[config.mk]
export PLATFORM = sky130hd
export DESIGN_NAME = rpm_ctrl
export DESIGN_NICKNAME = d
export VERILOG_FILES = /design/src/rtl/core/rpm_pkg.sv /design/src/rtl/core/rpm_ctrl.sv
export SDC_FILE = /design/constraint.sdc
export NUM_CORES = 1
export LEC_CHECK = 0
export BUFFER_PORTS_ARGS = -buffer_cell sky130_fd_sc_hd__buf_2
export CAP_MARGIN = 20
export CELL_PAD_IN_SITES_DETAIL_PLACEMENT = 1
export CELL_PAD_IN_SITES_GLOBAL_PLACEMENT = 1
export CORE_UTILIZATION = 35
export CTS_BUF_LIST = sky130_fd_sc_hd__clkbuf_2 sky130_fd_sc_hd__clkbuf_4 sky130_fd_sc_hd__clkbuf_8
export CTS_CLUSTER_SIZE = 16
export DETAILED_ROUTE_END_ITERATION = 10
export HOLD_SLACK_MARGIN = 0.12
export PLACE_DENSITY_LB_ADDON = 0.1
export SETUP_SLACK_MARGIN = 0.02
export SYNTH_ARGS = -nofsm -noshare
export SYNTH_HDL_FRONTEND = slang
export SYNTH_SLANG_ARGS = --single-unit
[constraint.sdc]
create_clock -name clk -period 1.9 [get_ports clk]
set_input_delay 0.095 -clock clk [delete_from_list [all_inputs] [get_ports clk]]
set_output_delay 0.095 -clock clk [all_outputs]
set_load 0.1 [all_outputs]
[src/rtl/core/rpm_pkg.sv]
// ----------------------------------------------------------------------------
// rpm_pkg: shared definitions for the maze carver
// Sizes, codes, state and command types used by the controller and datapath.
// ----------------------------------------------------------------------------
package rpm_pkg;

	localparam int MAX_SIDE   = 64;
	localparam int WALL_DEPTH = 4096;

	localparam int SIDE_W    = $clog2(MAX_SIDE);
	localparam int MAP_AW    = 2 * SIDE_W;
	localparam int MAP_DEPTH = MAX_SIDE * MAX_SIDE;
	localparam int WALL_AW   = $clog2(WALL_DEPTH);
	localparam int COUNT_W   = WALL_AW + 1;
	localparam int RAND_W    = 31;
	localparam int OP_W      = 2;
	localparam int OUT_W     = 6;
	localparam int CFG_DW    = 6;
	localparam int CFG_IDX_W = 1;
	localparam int DIV_CW    = $clog2(RAND_W + 1);
	localparam int SIDE_CAP  = (MAX_SIDE - 1) | 1;

	// Map entry bits: [1] visited, [0] open.
	localparam logic [1:0] MAP_WALL    = 2'b00;
	localparam logic [1:0] MAP_OPENED  = 2'b01;
	localparam logic [1:0] MAP_CLAIMED = 2'b11;

	typedef enum logic [OP_W-1:0] {
		OP_START = 2'd0,
		OP_STEP  = 2'd1,
		OP_READ  = 2'd2,
		OP_NONE  = 2'd3
	} op_e;

	typedef enum logic [CFG_IDX_W-1:0] {
		CFG_GRID_HEIGHT = 1'b0,
		CFG_GRID_WIDTH  = 1'b1
	} cfg_idx_e;

	typedef enum logic [1:0] {
		DIR_WEST  = 2'd0,
		DIR_NORTH = 2'd1,
		DIR_EAST  = 2'd2,
		DIR_SOUTH = 2'd3
	} dir_e;

	typedef enum logic [4:0] {
		S_IDLE, S_DISPATCH, S_ST_DIVR, S_ST_WAITR, S_ST_DIVC, S_ST_WAITC, S_CLEAR,
		S_CLAIM, S_NB_CHK, S_NB_WAIT, S_ENTRY, S_EXIT, S_PK_DIV, S_PK_WAIT, S_PK_RD,
		S_PK_DATA, S_SH_CHK, S_SH_WR, S_VIS_CHK, S_CELL_RD, S_CELL_DATA, S_FIN
	} state_e;

	typedef enum logic [4:0] {
		DP_NONE, DP_LOAD, DP_INIT_START, DP_DIV_ROW, DP_LATCH_ROW, DP_DIV_COL,
		DP_LATCH_COL, DP_CLEAR, DP_CLAIM, DP_NB_READ, DP_NB_PUSH, DP_NB_SKIP,
		DP_ENTRY, DP_EXIT, DP_DIV_PICK, DP_LATCH_PICK, DP_PICK_READ, DP_PICK_DATA,
		DP_SHIFT_READ, DP_SHIFT_WRITE, DP_SHRINK, DP_CARVE, DP_CELL_SETUP,
		DP_CELL_READ, DP_CELL_DATA, DP_OUT
	} dp_op_e;

	typedef struct packed {
		logic   in_ready;
		dp_op_e op;
	} cmd_t;

	typedef struct packed {
		logic in_valid;
		op_e  op;
		logic count_zero;
		logic div_done;
		logic clr_last;
		logic nb_in;
		logic nb_free;
		logic dir_last;
		logic sh_more;
		logic visited;
		logic rd_in;
		logic out_free;
	} sts_t;

	typedef struct packed {
		logic [SIDE_W-1:0] wr;
		logic [SIDE_W-1:0] wc;
		logic [SIDE_W-1:0] nr;
		logic [SIDE_W-1:0] nc;
	} wall_t;

	// Grid side in use: at least 3, odd, capped.
	function automatic logic [SIDE_W-1:0] side_from(input logic [CFG_DW-1:0] req);
		logic [CFG_DW:0] s;
		begin
			s = {1'b0, req};
			if (s < (CFG_DW+1)'(2))
				s = (CFG_DW+1)'(2);
			if (!s[0])
				s = s + (CFG_DW+1)'(1);
			if (s > (CFG_DW+1)'(SIDE_CAP))
				s = (CFG_DW+1)'(SIDE_CAP);
			return SIDE_W'(s);
		end
	endfunction

endpackage

[src/rtl/core/rpm_ctrl.sv]
// ----------------------------------------------------------------------------
// rpm_ctrl: maze carver sequencer
// Walks each word through its steps: clearing, division, list shifting, carving or a cell read.
// ----------------------------------------------------------------------------
module rpm_ctrl (
	input  logic          clk,
	input  logic          arst_n,
	input  rpm_pkg::sts_t sts,
	output rpm_pkg::cmd_t cmd
);

	rpm_pkg::state_e state_q, state_d;
	rpm_pkg::state_e after_push;

	always_ff @(posedge clk or negedge arst_n) begin
		if (!arst_n)
			state_q <= rpm_pkg::S_IDLE;
		else
			state_q <= state_d;
	end

	// A start word still has the entry and exit to open after its first push.
	assign after_push = (sts.op == rpm_pkg::OP_START) ? rpm_pkg::S_ENTRY : rpm_pkg::S_FIN;

	always_comb begin
		state_d = state_q;
		unique case (state_q)
			rpm_pkg::S_IDLE: if (sts.in_valid) state_d = rpm_pkg::S_DISPATCH;
			rpm_pkg::S_DISPATCH: begin
				unique case (sts.op)
					rpm_pkg::OP_START: state_d = rpm_pkg::S_ST_DIVR;
					rpm_pkg::OP_STEP: state_d = sts.count_zero ? rpm_pkg::S_FIN
						: rpm_pkg::S_PK_DIV;
					rpm_pkg::OP_READ: state_d = sts.rd_in ? rpm_pkg::S_CELL_RD
						: rpm_pkg::S_FIN;
					rpm_pkg::OP_NONE: state_d = rpm_pkg::S_FIN;
				endcase
			end
			rpm_pkg::S_ST_DIVR: state_d = rpm_pkg::S_ST_WAITR;
			rpm_pkg::S_ST_WAITR: if (sts.div_done) state_d = rpm_pkg::S_ST_DIVC;
			rpm_pkg::S_ST_DIVC: state_d = rpm_pkg::S_ST_WAITC;
			rpm_pkg::S_ST_WAITC: if (sts.div_done) state_d = rpm_pkg::S_CLEAR;
			rpm_pkg::S_CLEAR: if (sts.clr_last) state_d = rpm_pkg::S_CLAIM;
			rpm_pkg::S_CLAIM: state_d = rpm_pkg::S_NB_CHK;
			rpm_pkg::S_NB_CHK: begin
				if (sts.nb_in)
					state_d = rpm_pkg::S_NB_WAIT;
				else if (sts.dir_last)
					state_d = after_push;
			end
			rpm_pkg::S_NB_WAIT: state_d = sts.dir_last ? after_push : rpm_pkg::S_NB_CHK;
			rpm_pkg::S_ENTRY: state_d = rpm_pkg::S_EXIT;
			rpm_pkg::S_EXIT: state_d = rpm_pkg::S_FIN;
			rpm_pkg::S_PK_DIV: state_d = rpm_pkg::S_PK_WAIT;
			rpm_pkg::S_PK_WAIT: if (sts.div_done) state_d = rpm_pkg::S_PK_RD;
			rpm_pkg::S_PK_RD: state_d = rpm_pkg::S_PK_DATA;
			rpm_pkg::S_PK_DATA: state_d = rpm_pkg::S_SH_CHK;
			rpm_pkg::S_SH_CHK: state_d = sts.sh_more ? rpm_pkg::S_SH_WR : rpm_pkg::S_VIS_CHK;
			rpm_pkg::S_SH_WR: state_d = rpm_pkg::S_SH_CHK;
			rpm_pkg::S_VIS_CHK: state_d = sts.visited ? rpm_pkg::S_FIN : rpm_pkg::S_CLAIM;
			rpm_pkg::S_CELL_RD: state_d = rpm_pkg::S_CELL_DATA;
			rpm_pkg::S_CELL_DATA: state_d = rpm_pkg::S_FIN;
			rpm_pkg::S_FIN: if (sts.out_free) state_d = rpm_pkg::S_IDLE;
			default: state_d = rpm_pkg::S_IDLE;
		endcase
	end

	always_comb begin
		cmd.in_ready = 1'b0;
		cmd.op       = rpm_pkg::DP_NONE;
		unique case (state_q)
			rpm_pkg::S_IDLE: begin
				cmd.in_ready = 1'b1;
				if (sts.in_valid) cmd.op = rpm_pkg::DP_LOAD;
			end
			rpm_pkg::S_DISPATCH: begin
				if (sts.op == rpm_pkg::OP_START)
					cmd.op = rpm_pkg::DP_INIT_START;
				else if (sts.op == rpm_pkg::OP_READ)
					cmd.op = rpm_pkg::DP_CELL_SETUP;
			end
			rpm_pkg::S_ST_DIVR: cmd.op = rpm_pkg::DP_DIV_ROW;
			rpm_pkg::S_ST_WAITR: if (sts.div_done) cmd.op = rpm_pkg::DP_LATCH_ROW;
			rpm_pkg::S_ST_DIVC: cmd.op = rpm_pkg::DP_DIV_COL;
			rpm_pkg::S_ST_WAITC: if (sts.div_done) cmd.op = rpm_pkg::DP_LATCH_COL;
			rpm_pkg::S_CLEAR: cmd.op = rpm_pkg::DP_CLEAR;
			rpm_pkg::S_CLAIM: cmd.op = rpm_pkg::DP_CLAIM;
			rpm_pkg::S_NB_CHK: cmd.op = sts.nb_in ? rpm_pkg::DP_NB_READ : rpm_pkg::DP_NB_SKIP;
			rpm_pkg::S_NB_WAIT: cmd.op = sts.nb_free ? rpm_pkg::DP_NB_PUSH
				: rpm_pkg::DP_NB_SKIP;
			rpm_pkg::S_ENTRY: cmd.op = rpm_pkg::DP_ENTRY;
			rpm_pkg::S_EXIT: cmd.op = rpm_pkg::DP_EXIT;
			rpm_pkg::S_PK_DIV: cmd.op = rpm_pkg::DP_DIV_PICK;
			rpm_pkg::S_PK_WAIT: if (sts.div_done) cmd.op = rpm_pkg::DP_LATCH_PICK;
			rpm_pkg::S_PK_RD: cmd.op = rpm_pkg::DP_PICK_READ;
			rpm_pkg::S_PK_DATA: cmd.op = rpm_pkg::DP_PICK_DATA;
			rpm_pkg::S_SH_CHK: cmd.op = sts.sh_more ? rpm_pkg::DP_SHIFT_READ
				: rpm_pkg::DP_SHRINK;
			rpm_pkg::S_SH_WR: cmd.op = rpm_pkg::DP_SHIFT_WRITE;
			rpm_pkg::S_VIS_CHK: if (!sts.visited) cmd.op = rpm_pkg::DP_CARVE;
			rpm_pkg::S_CELL_RD: cmd.op = rpm_pkg::DP_CELL_READ;
			rpm_pkg::S_CELL_DATA: cmd.op = rpm_pkg::DP_CELL_DATA;
			rpm_pkg::S_FIN: if (sts.out_free) cmd.op = rpm_pkg::DP_OUT;
			default: cmd.op = rpm_pkg::DP_NONE;
		endcase
	end

endmodule

==> flow_summary.html, run 1 <==
<table>
<tr><th>Metric</th><th>Value</th></tr>
<tr><th colspan="2">Outcome</th></tr>
<tr><td>Status</td><td>aborted with a tool error</td></tr>
<tr><td>Last stage reached</td><td>5_1_grt</td></tr>
<tr><td>Halt Reason</td><td>[ERROR DPL-0033] detailed placement checks failed during check placement.</td></tr>
<tr><th colspan="2">Synth</th></tr>
<tr><td>Count of different cell masters after synthesis</td><td>47</td></tr>
<tr><td>FF+latch count, synth</td><td>5</td></tr>
<tr><td>Cell count after synthesis</td><td>143</td></tr>
<tr><td>Post-synthesis net count</td><td>158</td></tr>
<tr><td>Part of the Yosys area used for sequential elements</td><td>13.25%</td></tr>
<tr><td>Synthesized area</td><td>944.7 um^2</td></tr>
<tr><td>Avg Synthesized Cell Area</td><td>6.606 um^2</td></tr>
<tr><td>Prevailing post-synth register cell</td><td>sky130_fd_sc_hd__dfrtp_1</td></tr>
<tr><td>Count of flip-flops with a built-in enable after synthesis</td><td>0</td></tr>
<tr><td>Share of synthesized flip-flops with an asynchronous set or reset</td><td>100.0%</td></tr>
<tr><td>Total of warnings raised by yosys</td><td>0</td></tr>
<tr><th colspan="2">Floorplan</th></tr>
<tr><td>Placement Rows</td><td>18</td></tr>
<tr><td>Die Wd</td><td>53.95 um</td></tr>
<tr><td>Die outline height</td><td>53.95 um</td></tr>
<tr><td>Starting density of the core</td><td>37.45%</td></tr>
<tr><td>Top-level port count</td><td>21</td></tr>
<tr><th colspan="2">Clock tree</th></tr>
<tr><td>CTS root buffer</td><td>sky130_fd_sc_hd__clkbuf_4</td></tr>
<tr><td>Count of clock tree sinks</td><td>5</td></tr>
<tr><td>TritonCTS buffer count</td><td>3</td></tr>
<tr><td>Maximum number of buffers from clock root to sink</td><td>2</td></tr>
<tr><td>Depth of the CTS H-tree</td><td>1</td></tr>
<tr><th colspan="2">Place</th></tr>
<tr><td>Routability-driven placement congestion ratio</td><td>0.9426</td></tr>
<tr><td>Cell area after placement</td><td>1391 um^2</td></tr>
<tr><td>Sum of net half-perimeters after detailed placement</td><td>3.337 mm</td></tr>
<tr><td>Post-Place Setup Slack</td><td>-0.05746 ns</td></tr>
<tr><td>Number of port buffers</td><td>20</td></tr>
<tr><th colspan="2">Global routing</th></tr>
<tr><td>Antenna violations before repair</td><td>0</td></tr>
<tr><td>Pin count of the biggest net entering global routing</td><td>11</td></tr>
<tr><th colspan="2">STA</th></tr>
<tr><td>Worst endpoint pin kind</td><td>top-level output</td></tr>
<tr><td>Critical endpoint after global-route timing repair</td><td>cmd[1]</td></tr>
</table>
## logic make-up after synthesis
logic type	after synthesis	share of synthesized area [%]
AO/OA/AOI/OAI	53	38.15
multiplexers	3	3.576
buffers and inverters	21	9.403
AND/OR/NAND/NOR	61	35.63
flip-flops	5	13.25
## cells in the mapped netlist, types with 2 or more instances
master	count	share of area [%]
sky130_fd_sc_hd__nor2b_1	8	5.3
sky130_fd_sc_hd__nor3_1	3	1.6
sky130_fd_sc_hd__a2111oi_0	2	1.9
sky130_fd_sc_hd__dfrtp_1	5	13
sky130_fd_sc_hd__nand4_1	2	1.3
sky130_fd_sc_hd__inv_1	9	3.6
sky130_fd_sc_hd__o211ai_1	2	1.6
sky130_fd_sc_hd__mux2_1	2	2.4
sky130_fd_sc_hd__o21ai_0	14	7.4
sky130_fd_sc_hd__nand2_1	13	5.2
sky130_fd_sc_hd__a211o_1	2	1.9
sky130_fd_sc_hd__o22ai_1	4	2.6
sky130_fd_sc_hd__buf_2	5	2.6
sky130_fd_sc_hd__nand2b_1	4	2.6
sky130_fd_sc_hd__a211oi_1	2	1.6
sky130_fd_sc_hd__clkbuf_1	6	2.4
sky130_fd_sc_hd__a21oi_1	12	6.4
sky130_fd_sc_hd__nor2_1	18	7.2
sky130_fd_sc_hd__nand3_1	2	1.1
## metrics by stage
stage / instances / TNS, ns
floorplan: 143 / -0.9998
global placement: 208 / 0
detailed placement: 208 / -0.05746
CTS: 238 / -0.1232
## timing repair
action / CTS
gates resized for setup: 33
endpoints found under the setup margin: 7
hold buffers: 1
pin swaps: 10
cloned: 0
endpoints found under the hold margin: 5
setup buffers: 25
==> run 2: changes to the inputs <==
CELL_PAD_IN_SITES_DETAIL_PLACEMENT = default   (was 1)
CELL_PAD_IN_SITES_GLOBAL_PLACEMENT = default   (was 1)
CORE_AREA = 2 2 63 65   (was default)
CORE_UTILIZATION = default   (was 35)
CTS_BUF_LIST = default   (was sky130_fd_sc_hd__clkbuf_2 sky130_fd_sc_hd__clkbuf_4 sky130_fd_sc_hd__clkbuf_8)
CTS_CLUSTER_SIZE = default   (was 16)
DIE_AREA = 0 0 65 67   (was default)
HOLD_SLACK_MARGIN = default   (was 0.12)
PLACE_DENSITY_LB_ADDON = 0.15   (was 0.1)
SETUP_SLACK_MARGIN = default   (was 0.02)
clock period = 2.47 ns   (was 1.9 ns; I/O delays follow)
==> run 2 against run 1 <==
  * The run now ends clean
  * Synthesized cell count unchanged
  * Synthesized area unchanged
==> flow_summary.html, run 2 <==
<table>
<tr><th>Metric</th><th>Value</th></tr>
<tr><th colspan="2">Outcome</th></tr>
<tr><td>Status</td><td>completed</td></tr>
<tr><th colspan="2">Floorplan</th></tr>
<tr><td>Die Outline Area</td><td>4355 um^2</td></tr>
<tr><td>Placement Rows</td><td>22</td></tr>
<tr><td>Starting density of the core</td><td>26.20%</td></tr>
<tr><td>Core outline area</td><td>3606 um^2</td></tr>
<tr><td>Die outline height</td><td>67 um</td></tr>
<tr><td>Top-level port count</td><td>21</td></tr>
<tr><td>Die Wd</td><td>65 um</td></tr>
<tr><th colspan="2">Routing</th></tr>
<tr><td>Post-detailed-route wirelength per cell</td><td>15.67 um</td></tr>
<tr><td>Ratio of routed vias to standard cells</td><td>5.523</td></tr>
<tr><td>Post-route antenna net violation count</td><td>0</td></tr>
<tr><td>Final Routed Wirelength</td><td>3.354 mm</td></tr>
<tr><td>Via count</td><td>1182</td></tr>
<tr><td>Residual DRC</td><td>0</td></tr>
<tr><td>Iteration-0 DRC count of the detailed router</td><td>57</td></tr>
<tr><td>Highest layer used for signal routing</td><td>met4</td></tr>
<tr><td>Drt pass-1 iters</td><td>5</td></tr>
<tr><td>Metal1 wirelength</td><td>1.485 mm</td></tr>
<tr><td>Met3 routed wirelength</td><td>174 um</td></tr>
<tr><td>Routed met2 length</td><td>1.621 mm</td></tr>
<tr><th colspan="2">Synth</th></tr>
<tr><td>Cell count after synthesis</td><td>143</td></tr>
<tr><td>Count of flip-flops with a built-in enable after synthesis</td><td>0</td></tr>
<tr><td>Total of warnings raised by yosys</td><td>0</td></tr>
<tr><td>Avg Synthesized Cell Area</td><td>6.606 um^2</td></tr>
<tr><td>Share of synthesized flip-flops with an asynchronous set or reset</td><td>100.0%</td></tr>
<tr><td>Most area-consuming cells after synthesis</td><td>sky130_fd_sc_hd__dfrtp_1, sky130_fd_sc_hd__o21ai_0, sky130_fd_sc_hd__nor2_1, sky130_fd_sc_hd__a21oi_1, sky130_fd_sc_hd__nor2b_1</td></tr>
<tr><td>Commonest cells in the netlist</td><td>sky130_fd_sc_hd__nor2_1, sky130_fd_sc_hd__o21ai_0, sky130_fd_sc_hd__nand2_1</td></tr>
<tr><td>Most instantiated library cell after synthesis</td><td>sky130_fd_sc_hd__nor2_1</td></tr>
<tr><td>Prevailing post-synth register cell</td><td>sky130_fd_sc_hd__dfrtp_1</td></tr>
<tr><td>Synthesized area</td><td>944.7 um^2</td></tr>
<tr><td>Count of different cell masters after synthesis</td><td>47</td></tr>
<tr><td>Post-synthesis net count</td><td>158</td></tr>
<tr><td>Area share of the largest cell type after synthesis</td><td>13.25%</td></tr>
<tr><td>Leading area contributor after synthesis</td><td>sky130_fd_sc_hd__dfrtp_1</td></tr>
<tr><td>Part of the Yosys area used for sequential elements</td><td>13.25%</td></tr>
<tr><td>FF+latch count, synth</td><td>5</td></tr>
<tr><th colspan="2">Critical path</th></tr>
<tr><td>Worst stage delay on the critical path</td><td>0.51 ns</td></tr>
<tr><td>Count of cells along the worst register-to-register path</td><td>6</td></tr>
<tr><td>Required arrival time at the worst endpoint</td><td>2.35 ns</td></tr>
<tr><td>Maximum fanout along the worst path</td><td>13</td></tr>
<tr><td>Reg2reg end</td><td>state_q[4]</td></tr>
<tr><td>Register-to-register setup slack</td><td>0.43 ns</td></tr>
<tr><td>Cells along the critical path</td><td>buf_4 &gt; inv_1 &gt; or3_1 &gt; o221ai_2 &gt; buf_2</td></tr>
<tr><td>Worst Path Buf+Inv</td><td>3</td></tr>
<tr><td>Capturing element type of the critical path</td><td>primary output</td></tr>
<tr><td>Worst path top cell family by delay</td><td>buffers and inverters</td></tr>
<tr><td>Startpoint type of the worst setup path</td><td>flip-flop</td></tr>
<tr><td>Start of the worst register-to-register path</td><td>state_q[0]</td></tr>
<tr><td>Critical path type</td><td>reg -&gt; out</td></tr>
<tr><td>Data arrival at the endpoint of the critical path</td><td>2.09 ns</td></tr>
<tr><td>Critical-path cell with the highest stage delay</td><td>sky130_fd_sc_hd__dfrtp_1</td></tr>
<tr><th colspan="2">Clock tree</th></tr>
<tr><td>Maximum number of buffers from clock root to sink</td><td>2</td></tr>
<tr><td>CTS root buffer</td><td>sky130_fd_sc_hd__clkbuf_8</td></tr>
<tr><td>Clock latency on the worst-skew pair</td><td>0.22 ns</td></tr>
<tr><td>Clock transition time at the flip-flop clock pins of the worst setup and hold paths</td><td>0.03 ns</td></tr>
<tr><td>TritonCTS buffer count</td><td>3</td></tr>
<tr><td>Depth of the CTS H-tree</td><td>1</td></tr>
<tr><td>CTS tree</td><td>done</td></tr>
<tr><td>Count of clock tree sinks</td><td>5</td></tr>
<tr><th colspan="2">STA</th></tr>
<tr><td>Maximum frequency from static timing analysis</td><td>0.4523 GHz</td></tr>
<tr><td>Final setup violation count</td><td>0</td></tr>
<tr><td>Final Critical Period</td><td>2.211 ns</td></tr>
<tr><td>Max Slew Vio Count</td><td>0</td></tr>
<tr><td>Worst clock skew</td><td>0.001059 ns</td></tr>
<tr><td>Tcrit/Tclk final</td><td>89.51%</td></tr>
<tr><td>TNS Setup</td><td>0 ns</td></tr>
<tr><td>Actual slew at the worst max-slew pin</td><td>0.5328 ns</td></tr>
<tr><td>Max_slew headroom</td><td>63.56%</td></tr>
<tr><td>Unrepaired setup endpoints after global routing</td><td>false</td></tr>
<tr><td>Total count of hold-check failures in the final report</td><td>0</td></tr>
<tr><th colspan="2">Run</th></tr>
<tr><td>Maximum Capacitance Violations</td><td>0</td></tr>
<tr><th colspan="2">Cells and area</th></tr>
<tr><td>Layout cell share with drive strength beyond 1</td><td>28.31%</td></tr>
<tr><td>Filler-free cell count of the finished design</td><td>214</td></tr>
<tr><td>Number of filler cells placed in the layout</td><td>395</td></tr>
<tr><td>Largest registers in the final layout</td><td>state_q: 5 flops</td></tr>
<tr><td>Net total in the final layout</td><td>182</td></tr>
<tr><td>Synth-to-layout area growth</td><td>29.67%</td></tr>
<tr><td>Register Area</td><td>126.4 um^2</td></tr>
<tr><td>Flip-flop count of the largest register after layout</td><td>5</td></tr>
<tr><td>Diodes inserted</td><td>0</td></tr>
<tr><td>Register bank with the most flops</td><td>state_q</td></tr>
<tr><td>Final cell area excluding filler cells</td><td>1225 um^2</td></tr>
<tr><td>Total area of multi-input combinational cells</td><td>757.0 um^2</td></tr>
<tr><td>Most frequent cells in the layout</td><td>sky130_fd_sc_hd__nor2_1, sky130_fd_sc_hd__buf_2, sky130_fd_sc_hd__o21ai_0, sky130_fd_sc_hd__nand2_1, sky130_fd_sc_hd__a21oi_1</td></tr>
<tr><th colspan="2">Global routing</th></tr>
<tr><td>Global-route wire length before repair</td><td>5.506 mm</td></tr>
<tr><td>Antenna violations before repair</td><td>0</td></tr>
<tr><td>Pin count of the biggest net entering global routing</td><td>25</td></tr>
<tr><td>Tot GR Track Use</td><td>16.59%</td></tr>
<tr><td>Vias in the first global route</td><td>1166</td></tr>
<tr><td>GR Overflow Total</td><td>0</td></tr>
<tr><th colspan="2">Worst hold path</th></tr>
<tr><td>Class of the tightest hold or removal check</td><td>in -&gt; async</td></tr>
<tr><th colspan="2">Place</th></tr>
<tr><td>Number of port buffers</td><td>20</td></tr>
<tr><td>Cell total after placement</td><td>209</td></tr>
<tr><td>Cell area after placement</td><td>1165 um^2</td></tr>
<tr><td>Routability-driven placement congestion ratio</td><td>0.8552</td></tr>
<tr><td>Sum of net half-perimeters after detailed placement</td><td>2.652 mm</td></tr>
</table>
## run 2: cell counts after synthesis
Identical to the previous run, type by type.
## run 2: worst max path at each step
stage	slack [ns]	to	startpoint	cells past startpoint
after detailed placement	0.35	cmd[4]	state_q[0]	6
after global placement	0.35	cmd[4]	state_q[0]	6
after floorplan	-0.10	cmd[2]	state_q[2]	4
after global routing	0.08	cmd[4]	state_q[0]	6
final	0.26	cmd[1]	state_q[0]	5
after CTS	0.13	cmd[4]	state_q[0]	6
## run 2: metal layers
metal / track usage (%) / up-vias
met5: 0 / -
met4: 8.777 / 0
met3: 2.703 / 8
met2: 27.58 / 49
met1: 20.47 / 551
li1: - / 574
## run 2: cell families after synthesis
family	after synthesis	synth area share (%)
compound gates	53	38.15
buf+inv	21	9.403
flops	5	13.25
mux	3	3.576
simple gates	61	35.63
## run 2: repair_timing
action / 4_1_cts / 5_1_grt
hold buffers: 1 / 0
resized for setup: 0 / 2
endpoints found under the hold margin: 5 / 0
setup buffers: 0 / 0
endpoints found under the setup margin: 0 / 1
## run 2: cell type report
cell class                 instances  area share [%]
clock buffer                       4           3.677
tap                               48           4.903
multi-input combinational        117           61.80
timing repair buffer              31           16.55
inverter                           9           2.758
sequential                         5           10.32
## run 2: metrics by stage
stage          hold slack, ns  util (%)  setup WS (ns)
4_1_cts                0.2411     33.83         0.1275
5_1_grt                0.2464     33.97        0.08051
2_1_floorplan         -0.1721         -        -0.1010
6_report               0.2435     33.97         0.2591
3_3_place_gp         -0.06167     32.30         0.3528
3_5_place_dp         -0.05720     32.30         0.3457
Power of run 2 is not shown: default switching activity piles up to over one toggle a cycle in this logic, so the estimate is an artifact.
==> run 3: changes to the inputs <==
CTS_BUF_LIST = sky130_fd_sc_hd__clkbuf_16   (was default)
==> run 3 against run 2 <==
  * Sequential share of layout area is 0.28 points lower
  * Final cell count stayed put
  * Die area stayed put
  * Largest cell class unchanged
  * Global-route usage rose by 0.29 points
  * Critical path depth up 1
  * Critical endpoint is now cmd[0]
  * Highest routed layer unchanged
  * Clock skew increased by 0.0022 ns
==> flow_summary.html, run 3 (same netlist as run 2, synthesis figures left out) <==
<table>
<tr><th>Metric</th><th>Value</th></tr>
<tr><th colspan="2">Outcome</th></tr>
<tr><td>Status</td><td>completed</td></tr>
<tr><th colspan="2">Critical path</th></tr>
<tr><td>Register-to-register setup slack</td><td>0.42 ns</td></tr>
<tr><td>Start of the worst register-to-register path</td><td>state_q[0]</td></tr>
<tr><td>Critical path type</td><td>reg -&gt; out</td></tr>
<tr><td>Capturing element type of the critical path</td><td>primary output</td></tr>
<tr><td>Count of cells along the worst register-to-register path</td><td>6</td></tr>
<tr><td>Data arrival at the endpoint of the critical path</td><td>2.09 ns</td></tr>
<tr><td>Required arrival time at the worst endpoint</td><td>2.35 ns</td></tr>
<tr><td>Maximum fanout along the worst path</td><td>24</td></tr>
<tr><td>Startpoint type of the worst setup path</td><td>flip-flop</td></tr>
<tr><td>Reg2reg end</td><td>state_q[4]</td></tr>
<tr><th colspan="2">STA</th></tr>
<tr><td>Actual slew at the worst max-slew pin</td><td>0.5501 ns</td></tr>
<tr><td>Max Slew Vio Count</td><td>0</td></tr>
<tr><td>Total count of hold-check failures in the final report</td><td>0</td></tr>
<tr><td>Unrepaired setup endpoints after global routing</td><td>false</td></tr>
<tr><td>Maximum frequency from static timing analysis</td><td>0.4528 GHz</td></tr>
<tr><td>Hold slack</td><td>0.2356 ns</td></tr>
<tr><td>Worst clock skew</td><td>0.003289 ns</td></tr>
<tr><td>Least setup slack across all paths after layout</td><td>0.2613 ns</td></tr>
<tr><td>Final Critical Period</td><td>2.209 ns</td></tr>
<tr><td>Final setup violation count</td><td>0</td></tr>
<tr><td>Max_slew headroom</td><td>62.38%</td></tr>
<tr><td>Tcrit/Tclk final</td><td>89.42%</td></tr>
<tr><th colspan="2">Place</th></tr>
<tr><td>Post-Place Setup Slack</td><td>0.3457 ns</td></tr>
<tr><td>Number of port buffers</td><td>20</td></tr>
<tr><td>Routability-driven placement congestion ratio</td><td>0.8552</td></tr>
<tr><td>Sum of net half-perimeters after detailed placement</td><td>2.652 mm</td></tr>
<tr><td>Cell area after placement</td><td>1165 um^2</td></tr>
<tr><th colspan="2">Floorplan</th></tr>
<tr><td>Die Outline Area</td><td>4355 um^2</td></tr>
<tr><td>Core outline area</td><td>3606 um^2</td></tr>
<tr><td>Top-level port count</td><td>21</td></tr>
<tr><td>Starting density of the core</td><td>26.20%</td></tr>
<tr><td>Placement Rows</td><td>22</td></tr>
<tr><td>Die outline height</td><td>67 um</td></tr>
<tr><td>Die Wd</td><td>65 um</td></tr>
<tr><th colspan="2">Cells and area</th></tr>
<tr><td>Net total in the final layout</td><td>182</td></tr>
<tr><td>Synth-to-layout area growth</td><td>33.25%</td></tr>
<tr><td>Flip-flop count of the largest register after layout</td><td>5</td></tr>
<tr><td>Final cell utilization of the core</td><td>34.91%</td></tr>
<tr><td>Most frequent cells in the layout</td><td>sky130_fd_sc_hd__nor2_1, sky130_fd_sc_hd__buf_2, sky130_fd_sc_hd__o21ai_0, sky130_fd_sc_hd__nand2_1, sky130_fd_sc_hd__a21oi_1</td></tr>
<tr><td>Final cell area excluding filler cells</td><td>1259 um^2</td></tr>
<tr><td>Layout cell share with drive strength beyond 1</td><td>28.31%</td></tr>
<tr><td>Diodes inserted</td><td>0</td></tr>
<tr><td>Register bank with the most flops</td><td>state_q</td></tr>
<tr><td>Largest registers in the final layout</td><td>state_q: 5 flops</td></tr>
<tr><th colspan="2">Routing</th></tr>
<tr><td>Final Routed Wirelength</td><td>3.396 mm</td></tr>
<tr><td>Iteration-0 DRC count of the detailed router</td><td>94</td></tr>
<tr><td>Via count</td><td>1203</td></tr>
<tr><td>Drt pass-1 iters</td><td>4</td></tr>
<tr><td>Ratio of routed vias to standard cells</td><td>5.621</td></tr>
<tr><td>Residual DRC</td><td>0</td></tr>
<tr><td>Post-route antenna net violation count</td><td>0</td></tr>
<tr><td>Post-detailed-route wirelength per cell</td><td>15.87 um</td></tr>
<tr><th colspan="2">Clock tree</th></tr>
<tr><td>CTS root buffer</td><td>sky130_fd_sc_hd__clkbuf_16</td></tr>
<tr><td>TritonCTS buffer count</td><td>3</td></tr>
<tr><td>Clock latency on the worst-skew pair</td><td>0.23 ns</td></tr>
<tr><td>Count of clock tree sinks</td><td>5</td></tr>
<tr><td>Maximum number of buffers from clock root to sink</td><td>2</td></tr>
<tr><td>Clock transition time at the flip-flop clock pins of the worst setup and hold paths</td><td>0.03 ns</td></tr>
<tr><td>Depth of the CTS H-tree</td><td>1</td></tr>
<tr><td>CTS tree</td><td>done</td></tr>
<tr><th colspan="2">Global routing</th></tr>
<tr><td>Pin count of the biggest net entering global routing</td><td>25</td></tr>
<tr><td>Tot GR Track Use</td><td>16.87%</td></tr>
<tr><td>Antenna violations before repair</td><td>0</td></tr>
<tr><td>Global-route wire length before repair</td><td>5.547 mm</td></tr>
<tr><td>GR Overflow Total</td><td>0</td></tr>
<tr><td>Vias in the first global route</td><td>1178</td></tr>
<tr><th colspan="2">Worst hold path</th></tr>
<tr><td>Class of the tightest hold or removal check</td><td>in -&gt; async</td></tr>
<tr><th colspan="2">Run</th></tr>
<tr><td>Maximum Capacitance Violations</td><td>0</td></tr>
</table>
## run 3: layer usage
metal	part of all wire (%)	global-route usage, %	wire length [um]
met4	3.6	9.574	121
met5	0	0	0
met1	44	20.67	1481
met3	5.4	3.209	184
met2	47	27.58	1608
## run 3: through the flow
step | setup TNS [ns] | instances
2_1_floorplan | -0.1010 | 143
3_3_place_gp | 0 | 209
3_5_place_dp | 0 | 209
4_1_cts | 0 | 214
5_1_grt | 0 | 214
6_report | 0 | 214
## run 3: timing repair
item                                    CTS  global route
setup buffers                             0             0
endpoints found under the setup margin    0             1
resized for setup                         0             2
hold buffers                              1             0
hold endpoints to repair                  5             0
## run 3: worst max-delay path by stage
stage | startpoint | to | slack (ns) | depth (start not counted)
finish | state_q[2] | cmd[0] | 0.26 | 6
global route | state_q[0] | cmd[4] | 0.08 | 6
CTS | state_q[0] | cmd[4] | 0.13 | 6
detailed placement | state_q[0] | cmd[4] | 0.35 | 6
global placement | state_q[0] | cmd[4] | 0.35 | 6
floorplan | state_q[2] | cmd[2] | -0.10 | 4
## run 3: worst max-delay path, stage by stage, from the launching register on
cell and delay (ns):
sky130_fd_sc_hd__dfrtp_2 0.63, sky130_fd_sc_hd__nor2b_1 0.31, sky130_fd_sc_hd__a21oi_1 0.11, sky130_fd_sc_hd__o22ai_1 0.15, sky130_fd_sc_hd__a32o_1 0.15, sky130_fd_sc_hd__a211o_1 0.09
sky130_fd_sc_hd__buf_2 0.41
## run 3: layout make-up
class | instances | area, um^2
timing repair buffer | 31 | 202.7
fill | 397 | 2347
inverter | 9 | 33.78
clock buffer | 3 | 75.07
tap | 48 | 60.06
clock inverter | 1 | 3.754
multi-input combinational | 117 | 757.0
sequential | 5 | 126.4
Power of run 3 is left out for the same reason.
